`src/rtl/hbmmc_pkg.sv`:
```
// Package with the types, constants and helpers of the H-bridge motor mode controller.
package hbmmc_pkg;

    // Field widths
    localparam int unsigned SPEED_W  = 16;
    localparam int unsigned CMD_W    = 3;
    localparam int unsigned MODE_W   = 3;
    localparam int unsigned S_DATA_W = 40;  // 35 bits of fields, padded to whole bytes
    localparam int unsigned M_DATA_W = 56;  // 51 bits of fields, padded to whole bytes
    localparam int unsigned APB_AW   = 3;
    localparam int unsigned APB_DW   = 32;

    // Register reset values
    localparam logic signed [SPEED_W-1:0] MAX_SPEED_RST = 16'sd10000;
    localparam logic signed [SPEED_W-1:0] MIN_SPEED_RST = -16'sd10000;

    // Register indexes (taken from address bit 2)
    typedef enum logic {
        REG_MAX_SPEED = 1'b0,
        REG_MIN_SPEED = 1'b1
    } reg_idx_t;

    // Command codes; the two unused codes behave as no command
    typedef enum logic [CMD_W-1:0] {
        CMD_NONE  = 3'd0,
        CMD_START = 3'd1,
        CMD_STOP  = 3'd2,
        CMD_SLEEP = 3'd3,
        CMD_WAKE  = 3'd4,
        CMD_BRAKE = 3'd5
    } cmd_t;

    // Motor modes
    typedef enum logic [MODE_W-1:0] {
        MODE_STOPPED  = 3'd0,
        MODE_RUNNING  = 3'd1,
        MODE_SLEEPING = 3'd2,
        MODE_NSTOP    = 3'd3,
        MODE_FSTOP    = 3'd4
    } mode_t;

    // Clamp a speed: the upper limit is tested first, then the lower one.
    function automatic logic signed [SPEED_W-1:0] clamp_speed(
        input logic signed [SPEED_W-1:0] v,
        input logic signed [SPEED_W-1:0] max_v,
        input logic signed [SPEED_W-1:0] min_v
    );
        logic signed [SPEED_W-1:0] r;
        if (v > max_v) begin
            r = max_v;
        end else if (v < min_v) begin
            r = min_v;
        end else begin
            r = v;
        end
        return r;
    endfunction

endpackage

```
`src/rtl/hbridge_motor_mode_controller_core.sv`:
```
// H-bridge motor mode controller: command decoding, speed clamping, mode and PWM duty update.
//
//  channel  | direction | handshake          | contents
//  ---------+-----------+--------------------+-----------------------------------------
//  s_       | in        | s_tvalid/s_tready  | command, requested speed, encoder_count
//  m_       | out       | m_tvalid/m_tready  | pwm_a, pwm_b, mode, measured_speed
//  apb      | in/out    | psel/penable/pready| max_speed @0x0, min_speed @0x4
//
// One transaction per clock cycle is sustained while m_tready is high; a tick passes
// through the input register and then waits in the result register.
// The mode, duty and speed cache update as a tick moves from the input register into
// the result register, so the next tick sees them in the following cycle.
// A stalled result register holds the input register, which still accepts while empty.
// Reset is synchronous to aclk, active low, and needs no further clearing cycles.
module hbridge_motor_mode_controller_core (
    input  logic                              aclk,
    input  logic                              aresetn,
    // Input channel
    input  logic                              s_tvalid,
    output logic                              s_tready,
    // [2:0] command, [18:3] requested speed, [34:19] encoder_count, [39:35] zero
    input  logic [hbmmc_pkg::S_DATA_W-1:0]    s_tdata,
    // Result channel
    output logic                              m_tvalid,
    input  logic                              m_tready,
    // [15:0] pwm_a, [31:16] pwm_b, [34:32] mode, [50:35] measured_speed, [55:51] zero
    output logic [hbmmc_pkg::M_DATA_W-1:0]    m_tdata,
    // Configuration port
    input  logic                              psel,
    input  logic                              penable,
    input  logic                              pwrite,
    input  logic [hbmmc_pkg::APB_AW-1:0]      paddr,
    input  logic [hbmmc_pkg::APB_DW-1:0]      pwdata,
    output logic [hbmmc_pkg::APB_DW-1:0]      prdata,
    output logic                              pready
);
    import hbmmc_pkg::*;

    // Configuration registers
    logic signed [SPEED_W-1:0] max_speed_reg;
    logic signed [SPEED_W-1:0] min_speed_reg;
    logic                      cfg_write;
    reg_idx_t                  cfg_idx;

    // Input register
    logic                s1_valid_reg;
    logic [S_DATA_W-1:0] s1_data_reg;

    // Controller state
    mode_t                     mode_reg;
    mode_t                     mode_next;
    mode_t                     mode_cmd;
    logic [SPEED_W-1:0]        duty_reg;
    logic [SPEED_W-1:0]        duty_next;
    logic signed [SPEED_W-1:0] speed_cache_reg;

    // Result register
    logic                m_valid_reg;
    logic [M_DATA_W-1:0] m_data_reg;

    // Datapath signals
    logic                      advance;
    logic                      out_load;
    cmd_t                      cmd;
    logic signed [SPEED_W-1:0] target_c;
    logic signed [SPEED_W-1:0] sample_c;
    logic [SPEED_W-1:0]        target_mag;
    logic                      target_pos;
    logic [SPEED_W-1:0]        pwm_a;
    logic [SPEED_W-1:0]        pwm_b;

    // Configuration access: the register index comes from address bit 2.
    assign pready    = 1'b1;
    assign cfg_idx   = reg_idx_t'(paddr[2]);
    assign cfg_write = psel && penable && pwrite && pready;

    always_comb begin
        unique case (cfg_idx)
            REG_MAX_SPEED: prdata = APB_DW'(max_speed_reg);
            REG_MIN_SPEED: prdata = APB_DW'(min_speed_reg);
            default:       prdata = '0;
        endcase
    end

    always_ff @(posedge aclk) begin
        if (!aresetn) begin
            max_speed_reg <= MAX_SPEED_RST;
            min_speed_reg <= MIN_SPEED_RST;
        end else if (cfg_write) begin
            if (cfg_idx == REG_MAX_SPEED) begin
                max_speed_reg <= pwdata[SPEED_W-1:0];
            end else begin
                min_speed_reg <= pwdata[SPEED_W-1:0];
            end
        end
    end

    // Handshake: the result register loads when empty or being taken.
    assign out_load = !m_valid_reg || m_tready;
    assign advance  = s1_valid_reg && out_load;
    assign s_tready = !s1_valid_reg || out_load;

    // Field extraction and clamping of the registered tick.
    assign cmd        = cmd_t'(s1_data_reg[CMD_W-1:0]);
    assign target_c   = clamp_speed(s1_data_reg[CMD_W +: SPEED_W], max_speed_reg,
                                    min_speed_reg);
    assign sample_c   = clamp_speed(s1_data_reg[CMD_W+SPEED_W +: SPEED_W], max_speed_reg,
                                    min_speed_reg);
    assign target_pos = !target_c[SPEED_W-1] && (target_c != '0);
    // Two's complement negation also gives the right magnitude for the most negative value.
    assign target_mag = target_c[SPEED_W-1] ? SPEED_W'(~target_c + 1'b1)
                                            : SPEED_W'(target_c);

    // Command stage of the mode update.
    always_comb begin
        mode_cmd = mode_reg;
        unique case (cmd)
            CMD_START: if (mode_reg == MODE_STOPPED) mode_cmd = MODE_RUNNING;
            CMD_STOP:  begin
                if (mode_reg == MODE_RUNNING || mode_reg == MODE_SLEEPING) begin
                    mode_cmd = MODE_NSTOP;
                end
            end
            CMD_SLEEP: if (mode_reg == MODE_RUNNING) mode_cmd = MODE_SLEEPING;
            CMD_WAKE:  if (mode_reg == MODE_SLEEPING) mode_cmd = MODE_RUNNING;
            CMD_BRAKE: mode_cmd = MODE_FSTOP;
            default:   mode_cmd = mode_reg;
        endcase
    end

    // Duty and mode after the tick; normal stopping tests the speed cached last tick.
    always_comb begin
        mode_next = mode_cmd;
        duty_next = duty_reg;
        unique case (mode_cmd)
            MODE_RUNNING:  duty_next = target_mag;
            MODE_SLEEPING: duty_next = duty_reg;
            MODE_NSTOP: begin
                duty_next = '0;
                if (speed_cache_reg == '0) mode_next = MODE_STOPPED;
            end
            MODE_FSTOP: begin
                duty_next = '0;
                mode_next = MODE_STOPPED;
            end
            default:       duty_next = '0;
        endcase
    end

    // Steering of the duty to one side of the bridge.
    assign pwm_a = target_pos ? duty_next : '0;
    assign pwm_b = target_pos ? '0 : duty_next;

    // Input register.
    always_ff @(posedge aclk) begin
        if (!aresetn) begin
            s1_valid_reg <= 1'b0;
        end else if (s_tready) begin
            s1_valid_reg <= s_tvalid;
        end
    end

    always_ff @(posedge aclk) begin
        if (s_tready && s_tvalid) begin
            s1_data_reg <= s_tdata;
        end
    end

    // Controller state, updated as a tick moves on.
    always_ff @(posedge aclk) begin
        if (!aresetn) begin
            mode_reg        <= MODE_STOPPED;
            duty_reg        <= '0;
            speed_cache_reg <= '0;
        end else if (advance) begin
            mode_reg        <= mode_next;
            duty_reg        <= duty_next;
            speed_cache_reg <= sample_c;
        end
    end

    // Result register.
    always_ff @(posedge aclk) begin
        if (!aresetn) begin
            m_valid_reg <= 1'b0;
        end else if (out_load) begin
            m_valid_reg <= s1_valid_reg;
        end
    end

    always_ff @(posedge aclk) begin
        if (advance) begin
            m_data_reg <= {5'b0, sample_c, mode_next, pwm_b, pwm_a};
        end
    end

    assign m_tvalid = m_valid_reg;
    assign m_tdata  = m_data_reg;

`ifndef SYNTHESIS
    // Only one side of the bridge is ever driven.
    assert_one_side: assert property (@(posedge aclk) disable iff (!aresetn)
        m_tvalid |-> (m_tdata[15:0] == '0) || (m_tdata[31:16] == '0))
        else $error("both bridge channels driven");

    // Force stopping always settles to stopped within the same tick.
    assert_no_fstop: assert property (@(posedge aclk) disable iff (!aresetn)
        m_tvalid |-> (m_tdata[34:32] != MODE_FSTOP))
        else $error("force stopping mode reported");

    // An empty result register never holds back the input side.
    assert_ready_when_empty: assert property (@(posedge aclk) disable iff (!aresetn)
        !m_tvalid |-> s_tready)
        else $error("input stalled with empty result register");

    // Controller state changes only when a tick moves into the result register.
    assert_state_hold: assert property (@(posedge aclk) disable iff (!aresetn)
        !advance |=> $stable(mode_reg) && $stable(duty_reg))
        else $error("controller state changed without a tick");
`endif

endmodule

```
`config.mk`:
```
export PLATFORM = sky130hd
export DESIGN_NAME = hbridge_motor_mode_controller_core
export DESIGN_NICKNAME = d
export VERILOG_FILES = /design/src/rtl/hbmmc_pkg.sv /design/src/rtl/hbridge_motor_mode_controller_core.sv
export SDC_FILE = /design/constraint.sdc
export NUM_CORES = 1
export LEC_CHECK = 0
export ABC_CLOCK_PERIOD_IN_PS = 5200
export BUFFER_PORTS_ARGS = -buffer_cell sky130_fd_sc_hd__buf_2
export CORE_MARGIN = 2
export CORE_UTILIZATION = 40
export CTS_BUF_LIST = sky130_fd_sc_hd__clkbuf_4
export CTS_CLUSTER_SIZE = 16
export DETAILED_ROUTE_END_ITERATION = 10
export PLACE_DENSITY = 0.58
export SLEW_MARGIN = 40
export SYNTH_ARGS = -nofsm -noshare
export SYNTH_HDL_FRONTEND = slang
export SYNTH_SLANG_ARGS = --single-unit
export TNS_END_PERCENT = 20
```
`constraint.sdc`:
```
create_clock -name aclk -period 5.2 [get_ports aclk]
set_clock_uncertainty 0.1 [all_clocks]
set_input_delay 0.78 -clock aclk [delete_from_list [all_inputs] [get_ports aclk]]
set_output_delay 0.78 -clock aclk [all_outputs]
set_load 0.02 [all_outputs]
```
==> metrics.cfg, run 1 <==
[floorplanning]
die_h_um = 153
ios = 173
design.core.area_um2 = 21800
placementRows = 54
dieWidth_um = 153
start_util_pct = 40.7
die-area_um2 = 23400

[critical_path]
cp_cell_sequence = inv_1 > ha_1 > a21oi_1 > o21ai_0 > a221oi_1 > a21bo_2 > a21o_1 > o311ai_0 > o21ai_0 > ha_1 > inv_1 > a311o_1 > or3_4 > inv_1 > a21o_1 > buf_4 > a21oi_1
crit_buf_inv = 4
critical-path-max-stage-delay_ps = 510
worstPathMaxFanout = 13
path_common_cell = inv_1
cpMaxStageDelayCell = dfxtp_1
crit_family = compound AO/OA/AOI/OAI gates
end_kind = register
arrival_ps = 5140
worstSetupPathType = reg2reg
required_ps = 5430
crit_path_start_kind = register

[synth]
synth.avg_cell_area_um2 = 9.37
yosysMostFrequentCell = nand2_1
synthCells = 949
yosysWarnings = 0
async_reset_ff_share_pct = 0
synthTopCellsByCount = 103 x nand2_1, 86 x edfxtp_1, 76 x a21oi_1
synth_edf_count = 86
synthTopCellsByArea = edfxtp_1 29%, dfxtp_1 16%, ha_1 8.9%, nand2_1 4.3%, a21oi_1 4.3%
synth.distinct_cells = 67
ys_seq_area_share_pct = 44.6
synth_flop_cell = edfxtp_1
synth_top_area_cell = edfxtp_1
ys_seq_elements = 155
netlist.area_leader.share_pct = 29.1
syn_area_um2 = 8890

[grt]
antenna_found_initial = 1
grt_usage_pct = 23.1
grt_max_degree = 55
grt_pass1_vias = 7194
grt_pass1_wl_um = 41800
gr-total-overflow = 0

[cells_and_area]
design_area_um2 = 10100
drive_gt1_share_pct = 20.9
nets = 1208
largest_register_ffs = 51
area_delta_synth_final_pct = 13.8
fillers = 2160

[timing]
max_freq_mhz = 204
drv_slew = 0
worstMarginPinSlew_ps = 712
finalCritPeriodShare_pct = 94.3
finalHoldViolCount = 0
rsz0062_at_grt = false
setup_ws_ps = 296
maxSlewHeadroom_pct = 52.5
period_minus_slack_ps = 4900
setup_tns_ps = 0
setup_viol = 0
hold_slack_ps = 266

[routing]
postRouteAntennaNets = 0
first_pass_iters = 10
wl_um = 27400
dr.first_iter.drc_count = 564
vias_per_cell = 5.71
vias = 7749
wl_per_cell_um = 20.2
drc_errors = 0

[clocking]
cts_max_level = 4
numCtsBuffers = 17
clock_sinks = 155
path_clk_slew_ps = 140
cts_buffer_depth = 2
clk-insertion-delay-late_ps = 570
cts_tree = yes
cts_setup_buffers = 0
cts-root-buf = clkbuf_4

[place]
placed_cell_area_um2 = 9780
place_congestion = 0.933
port_buffers = 143
preCtsSetupSlack_ps = 376
hpwl_um = 20500

[job]
max-cap-violations = 0

[run_status]
status = finished clean

[power]
p_leak_nw = 4.02
max-vdd-ir-drop_uv = 129
power_per_cell_area_nw_per_um2 = 278

[min_path]
holdCritPathClass = in2reg

-- placed cells by master, fill, tap and decap left out, types with 3 or more instances in the layout --
cell type	count
buf_2	143
nand2_1	103
edfxtp_1	86
a21oi_1	75
dfxtp_1	69
o21ai_0	66
ha_1	63
nor2_1	62
inv_1	41
nand3_1	37
nand4_1	32
buf_4	25
mux2i_1	23
a31oi_1	19
clkbuf_4	19
o311ai_0	17
o211ai_1	15
a211oi_1	14
nor2b_1	12
nor3_1	9
a21o_1	9
xnor2_1	9
o21a_1	9
nor4_1	8
nand2b_1	8
conb_1	6
or3_1	5
a211o_1	5
a22o_1	5
a2111oi_0	4
a22oi_1	4
and2_1	4
a31o_2	3
or4_1	3
o31ai_1	3
o41ai_1	3
o21bai_1	3
bufinv_16	3
clkinv_4	3
-- cell families after synthesis --
group                    after synthesis  share of synthesized area (%)
AO/OA/AOI/OAI                        277                           20.5
XOR/XNOR                              11                           1.08
adder cells (fa/ha/maj)               63                           8.87
buffers and inverters                120                           6.19
flip-flops                           155                           44.6
multiplexers                          23                           2.59
other                                  2                         0.0845
AND/OR/NAND/NOR                      298                           16.1
-- worst paths after layout --
check               startpoint               to  slack, ps  cells past startpoint
max          max_speed_reg[13]      m_tdata[12]        300                     17
min                s_tdata[33]  s1_data_reg[33]        270                      1
max reg2reg  max_speed_reg[13]      m_tdata[12]        300                     17
min reg2reg       duty_reg[13]     duty_reg[13]        370                      2
-- worst register-to-register path, stage by stage, from the launching register on --
cell	delay, ps
dfxtp_1	510
inv_1	190
ha_1	350
a21oi_1	150
o21ai_0	110
a221oi_1	440
a21bo_2	380
a21o_1	270
o311ai_0	200
o21ai_0	160
ha_1	260
inv_1	70
a311o_1	340
or3_4	390
inv_1	130
a21o_1	340
buf_4	230
a21oi_1	50
-- routing by layer --
layer | track usage, % | wire length (µm) | vias up | share of wire (%)
li1 | - | - | 3742 | -
met1 | 32.1 | 12300 | 3623 | 45
met2 | 35.8 | 12200 | 326 | 45
met3 | 4.14 | 1890 | 58 | 6.9
met4 | 9.35 | 995 | 0 | 3.6
met5 | 0 | 0 | - | 0
-- repair_timing --
| action | 4_1_cts | 5_1_grt |
|---|---|---|
| endpoints found under the setup margin | 0 | 8 |
| hold buffers | 0 | 0 |
| resized for setup | 0 | 1 |
-- report_power, final --
group / total (mW) / switching (mW) / internal, mW / leakage, nW
Combinational: 0.586 / 0.388 / 0.198 / 2.48
Sequential: 1.41 / 0.0458 / 1.36 / 1.37
Clock: 0.816 / 0.467 / 0.349 / 0.171
Total: 2.81 / 0.900 / 1.91 / 4.02
-- layout make-up --
type | instances | area [µm²] | area share [%]
multi-input cells | 678 | 4420 | 43.7
flip-flops and latches | 155 | 3960 | 39.2
repair buffers | 168 | 903 | 8.93
well taps | 280 | 350 | 3.46
clock inverters | 13 | 165 | 1.63
inverters | 43 | 161 | 1.60
clock buffers | 19 | 143 | 1.41
diodes | 2 | 5.00 | 0.0495
-- through the flow --
stage,cells,power [mW],utilization [%]
global placement,1324,2.01,44.8
CTS,1356,2.82,46.2
finish,1358,2.81,46.3
detailed placement,1324,2.01,44.8
floorplan,953,1.82,-
global route,1358,2.95,46.3
Power figures use the tool's default switching activity.
==> run 2: changes to the inputs <==
- CORE_ASPECT_RATIO: unset -> 0.8
- PLACE_DENSITY: 0.58 -> unset
- PLACE_DENSITY_LB_ADDON: unset -> 0.15
==> run 2 against run 1 <==
Effect of this change: non-clock buffer count grew 9; count of clock-buffer cells in the layout grew 2; hold slack worse by 5.3 ps; cell count grew 2.1%; global-route usage up 0.89 points; sequential cell count unchanged; die area hardly changed; critical path depth unchanged; utilization is 0.43 points higher; critical path type unchanged.
==> metrics.cfg, run 2 (synthesized netlist as in run 1, its figures left out) <==
[critical_path]
end_kind = register  ; unchanged
worstPathMaxFanout = 11  ; was 13
required_ps = 5420  ; was 5430 ps
crit_path_start_kind = register  ; unchanged
arrival_ps = 4910  ; was 5140 ps
worstSetupPathType = reg2reg  ; unchanged

[cells_and_area]
nets = 1217  ; was 1208
fin_util_pct = 46.8  ; was 46.3%
area_delta_synth_final_pct = 14.1  ; was 13.8%
final_common_cell = buf_2  ; unchanged
mostFrequentLayoutCells = 143 x buf_2, 103 x nand2_1, 86 x edfxtp_1  ; unchanged
fillers = 2107  ; was 2160
regArea_um2 = 3960  ; unchanged
drive_gt1_share_pct = 21.4  ; was 20.9%
stdcell_count = 1386  ; was 1358
multiInputGateArea_um2 = 4410  ; was 4420 µm²
largest_register_ffs = 51  ; unchanged

[clocking]
cts_max_level = 4  ; unchanged
cts_setup_buffers = 0  ; unchanged
postCtsHoldBufs = 0  ; unchanged
numCtsBuffers = 17  ; unchanged
cts-root-buf = clkbuf_4  ; unchanged
clk-insertion-delay-late_ps = 580  ; was 570 ps
cts_buffer_depth = 2  ; unchanged
cts_tree = yes  ; unchanged
path_clk_slew_ps = 150  ; was 140 ps
clock_sinks = 155  ; unchanged
ctsResizeCount = 0  ; unchanged

[power]
power.switching_mw = 0.921  ; was 0.900 mW
p_leak_nw = 4.03  ; was 4.02 nW
p_comb_share_pct = 22.1  ; was 20.9%
max-vdd-ir-drop_uv = 96.3  ; was 129 µV
power_per_cell_area_nw_per_um2 = 267  ; was 278 nW/µm²
seqPwrFrac_pct = 52.1  ; was 50.1%
sw_frac_of_total_pct = 34.0  ; was 32.0%
clock_power_share_pct = 25.8  ; was 29.1%
cellInternalPower_mw = 1.78  ; was 1.91 mW

[run_status]
status = finished clean  ; unchanged

[routing]
wirelength_met1_um = 14000  ; was 12300 µm
wl_per_cell_um = 20.0  ; was 20.2 µm
drc_errors = 0  ; unchanged
wl_um = 27700  ; was 27400 µm
postRouteAntennaNets = 0  ; unchanged
vias = 7780  ; was 7749
dr_wl_met3_um = 2250  ; was 1890 µm
top_layer = met4  ; unchanged
vias_per_cell = 5.61  ; was 5.71
dr_wl_met2_um = 10900  ; was 12200 µm
first_pass_iters = 7  ; was 10
dr.first_iter.drc_count = 824  ; was 564

[timing]
worstMarginPinSlew_ps = 760  ; was 712 ps
maxSlewHeadroom_pct = 48.8  ; was 52.5%
setup_tns_ps = 0  ; unchanged
setup_ws_ps = 507  ; was 296 ps
period_minus_slack_ps = 4690  ; was 4900 ps
finalHoldViolCount = 0  ; unchanged
finalCritPeriodShare_pct = 90.3  ; was 94.3%
rsz0062_at_grt = false  ; unchanged
max_freq_mhz = 213  ; was 204 MHz
setup_viol = 0  ; unchanged
drv_slew = 0  ; unchanged

[grt]
grt_usage_pct = 24.0  ; was 23.1%
grt_pass1_vias = 7045  ; was 7194
gr-total-overflow = 0  ; unchanged
grt_max_degree = 55  ; unchanged
grt_pass1_wl_um = 41900  ; was 41800 µm
antenna_found_initial = 1  ; unchanged

[place]
place_congestion = 0.974  ; was 0.933
preCtsSetupSlack_ps = 634  ; was 376 ps
dp.cells = 1353  ; was 1324
hpwl_um = 20800  ; was 20500 µm
port_buffers = 143  ; unchanged

[job]
max-cap-violations = 0  ; unchanged

[floorplanning]
placementRows = 48  ; was 54
dieWidth_um = 171  ; was 153 µm
die_h_um = 137  ; was 153 µm
die-area_um2 = 23400  ; about the same
start_util_pct = 41.0  ; was 40.7%
design.core.area_um2 = 21700  ; was 21800 µm²
ios = 173  ; unchanged

[min_path]
holdCritPathClass = in2reg  ; unchanged

## run 2: per-layer routing
layer / track usage (%) / vias to the layer above
li1: - / 3751
met1: 37.4 / 3712
met2: 32.7 / 296
met3: 5.63 / 21
met4: 6.32 / 0
met5: 0 / -
## run 2: cell type report
| type | count | area share [%] |
|---|---|---|
| multi-input combinational | 678 | 43.5 |
| sequential | 155 | 39.1 |
| timing repair buffer | 177 | 9.70 |
| tap | 300 | 3.70 |
| inverter | 43 | 1.59 |
| clock buffer | 21 | 1.55 |
| clock inverter | 11 | 0.864 |
| antenna | 1 | 0.0247 |
## run 2: path summary, 6_finish.rpt
| check | startpoint | to | slack, ps | cells past startpoint |
|---|---|---|---|---|
| worst max register to register | max_speed_reg[13] | m_tdata[7] | 510 | 17 |
| worst max-delay path | max_speed_reg[13] | m_tdata[7] | 510 | 17 |
| worst min-delay path | s_tdata[22] | s1_data_reg[22] | 260 | 1 |
| worst min register to register | duty_reg[9] | duty_reg[9] | 380 | 2 |
## run 2: power groups by stage
stage	Combinational, mW	Clock [mW]	Sequential [mW]
floorplan	0.376	0	1.45
detailed placement	0.589	0	1.44
global placement	0.585	0	1.44
finish	0.598	0.697	1.41
global route	0.658	0.761	1.42
CTS	0.592	0.711	1.41
## run 2: metrics by stage
step,hold WS [ps],cell area [µm²],power [mW]
2_1_floorplan,325,8900,1.82
3_5_place_dp,353,9880,2.02
4_1_cts,226,10100,2.71
6_report,261,10100,2.71
5_1_grt,221,10100,2.83
3_3_place_gp,338,9880,2.02
## run 2: worst max-delay path, stage by stage (launching register included)
cell	delay [ps]
dfxtp_1	460
inv_1	160
ha_1	340
a21oi_1	150
o21ai_0	100
a221oi_1	400
and3b_1	250
a21o_1	250
o311ai_0	300
o21ai_0	210
ha_1	270
inv_1	90
a311o_1	340
or3_4	390
inv_1	120
a21o_1	280
buf_12	170
a31oi_1	50
==> run 3: changes to the inputs <==
- CTS_BUF_LIST: sky130_fd_sc_hd__clkbuf_4 -> sky130_fd_sc_hd__clkbuf_8
==> run 3 against run 2 <==
Effect of this change: count of clock-buffer cells in the layout shrank 3; final area grew 0.98%; global-route usage grew 0.056 points; first-iteration DRC count grew 1.2%; sequential cell count is the same; power grew 5.3%; routed wire length shrank 0.25%; sequential share of layout area shrank 0.38 points; critical endpoint unchanged; largest power group unchanged.
==> metrics.cfg, run 3 (synthesized netlist as in run 1, its figures left out) <==
[clocking]
ctsResizeCount = 0  ; unchanged
cts_setup_buffers = 0  ; unchanged
cts_buffer_depth = 2  ; unchanged
cts_tree = yes  ; unchanged
path_clk_slew_ps = 90  ; was 150 ps
clock_sinks = 155  ; unchanged
cts-root-buf = clkbuf_8  ; was clkbuf_4
postCtsHoldBufs = 0  ; unchanged
cts_max_level = 4  ; unchanged
clk-insertion-delay-late_ps = 470  ; was 580 ps
numCtsBuffers = 17  ; unchanged

[cells_and_area]
multiInputGateArea_um2 = 4410  ; unchanged
final_common_cell = buf_2  ; unchanged
mostFrequentLayoutCells = 143 x buf_2, 103 x nand2_1, 86 x edfxtp_1  ; unchanged
fillers = 2090  ; was 2107
nets = 1217  ; unchanged
largest_register_ffs = 51  ; unchanged
drive_gt1_share_pct = 21.1  ; was 21.4%
antennaDiodeCount = 0  ; was 1
area_delta_synth_final_pct = 15.2  ; was 14.1%
regArea_um2 = 3960  ; unchanged

[critical_path]
worstPathMaxFanout = 11  ; unchanged
cp_cell_sequence = inv_1 > ha_1 > a21oi_1 > o21ai_0 > a221oi_1 > and3b_1 > a21o_1 > o311ai_0 > o21ai_0 > ha_1 > inv_1 > a311o_1 > or3_4 > inv_1 > a21o_1 > buf_12 > a31oi_1  ; unchanged
required_ps = 5300  ; was 5420 ps
path_common_cell = inv_1  ; unchanged
end_kind = register  ; unchanged
cpMaxStageDelayCell = dfxtp_1  ; unchanged
crit_path_start_kind = register  ; unchanged
worstSetupPathType = reg2reg  ; unchanged
critical-path-max-stage-delay_ps = 440  ; was 460 ps
reg2reg_depth = 17  ; unchanged
arrival_ps = 4800  ; was 4910 ps

[floorplanning]
ios = 173  ; unchanged
die_h_um = 137  ; unchanged
die-area_um2 = 23400  ; unchanged
start_util_pct = 41.0  ; unchanged
dieWidth_um = 171  ; unchanged
design.core.area_um2 = 21700  ; unchanged
placementRows = 48  ; unchanged

[timing]
finalHoldViolCount = 0  ; unchanged
rsz0062_at_grt = false  ; unchanged
setup_tns_ps = 0  ; unchanged
setup_ws_ps = 497  ; was 507 ps
worstMarginPinSlew_ps = 767  ; was 760 ps
max_freq_mhz = 213  ; about the same
setup_viol = 0  ; unchanged
maxSlewHeadroom_pct = 48.3  ; was 48.8%
period_minus_slack_ps = 4700  ; was 4690 ps
finalCritPeriodShare_pct = 90.4  ; was 90.3%
drv_slew = 0  ; unchanged

[routing]
wl_per_cell_um = 19.9  ; was 20.0 µm
dr.first_iter.drc_count = 834  ; was 824
vias_per_cell = 5.59  ; was 5.61
drc_errors = 0  ; unchanged
wl_um = 27600  ; was 27700 µm
postRouteAntennaNets = 0  ; unchanged
vias = 7736  ; was 7780
first_pass_iters = 5  ; was 7

[grt]
grt_max_degree = 55  ; unchanged
grt_pass1_wl_um = 42000  ; was 41900 µm
antenna_found_initial = 0  ; was 1
grt_pass1_vias = 7084  ; was 7045
gr-total-overflow = 0  ; unchanged
grt_usage_pct = 24.1  ; was 24.0%

[place]
hpwl_um = 20800  ; unchanged
preCtsSetupSlack_ps = 634  ; unchanged
port_buffers = 143  ; unchanged
place_congestion = 0.974  ; unchanged

[power]
max-vdd-ir-drop_uv = 137  ; was 96.3 µV
p_leak_nw = 4.08  ; was 4.03 nW
power_per_cell_area_nw_per_um2 = 278  ; was 267 nW/µm²

[min_path]
holdCritPathClass = reg2reg  ; was in2reg
hold_depth = 2  ; was 1

[run_status]
status = finished clean  ; unchanged

[job]
max-cap-violations = 0  ; unchanged

==> run 3: cell types whose count changed in the layout (fill, tap and decap cells not counted), sizes merged <==
| cell | before | now |
|---|---|---|
| clkbuf | 21 | 18 |
| clkinv | 3 | 2 |
| diode | 1 | 0 |
| inv | 48 | 52 |
==> run 3: worst max-delay path, delay by kind of cell (launching register included) <==
family,cells,cell delay [ps]
fa+ha+maj,2,630
buf+inv,4,540
compound gates,9,2080
flops,1,440
simple gates,2,640
==> run 3: layout make-up <==
class / count / area share [%]
repair buffers: 177 / 9.61
multi-input cells: 678 / 43.1
clock buffers: 18 / 2.42
well taps: 300 / 3.67
inverters: 43 / 1.58
flip-flops and latches: 155 / 38.7
clock inverters: 14 / 0.965
==> run 3: final timing paths <==
path | from | to | slack, ps
min | duty_reg[9] | duty_reg[9] | 370
max reg2reg | max_speed_reg[13] | m_tdata[7] | 500
min reg2reg | duty_reg[9] | duty_reg[9] | 370
max | max_speed_reg[13] | m_tdata[7] | 500
==> run 3: through the flow <==
| stage | instance area, µm² | cells | power, mW | util [%] | hold WS (ps) |
|---|---|---|---|---|---|
| 2_1_floorplan | 8900 | 953 | 1.82 | - | 325 |
| 3_3_place_gp | 9880 | 1353 | 2.02 | 45.6 | 338 |
| 3_5_place_dp | 9880 | 1353 | 2.02 | 45.6 | 353 |
| 4_1_cts | 10200 | 1385 | 2.86 | 47.2 | 353 |
| 5_1_grt | 10200 | 1385 | 2.99 | 47.2 | 354 |
| 6_report | 10200 | 1385 | 2.85 | 47.2 | 368 |
==> run 3: report_power, final <==
| group | total, mW | internal (mW) | switching (mW) | leakage [nW] |
|---|---|---|---|---|
| clock | 0.842 | 0.345 | 0.498 | 0.184 |
| combinational | 0.598 | 0.206 | 0.392 | 2.52 |
| sequential | 1.41 | 1.36 | 0.0486 | 1.37 |
==> run 3: layer usage <==
metal	global-route usage, %	up-vias	share of wire (%)
li1	-	3754	-
met2	32.9	295	40
met5	0	-	0
met1	37.4	3659	50
met4	6.03	0	1.7
met3	5.89	28	8.2
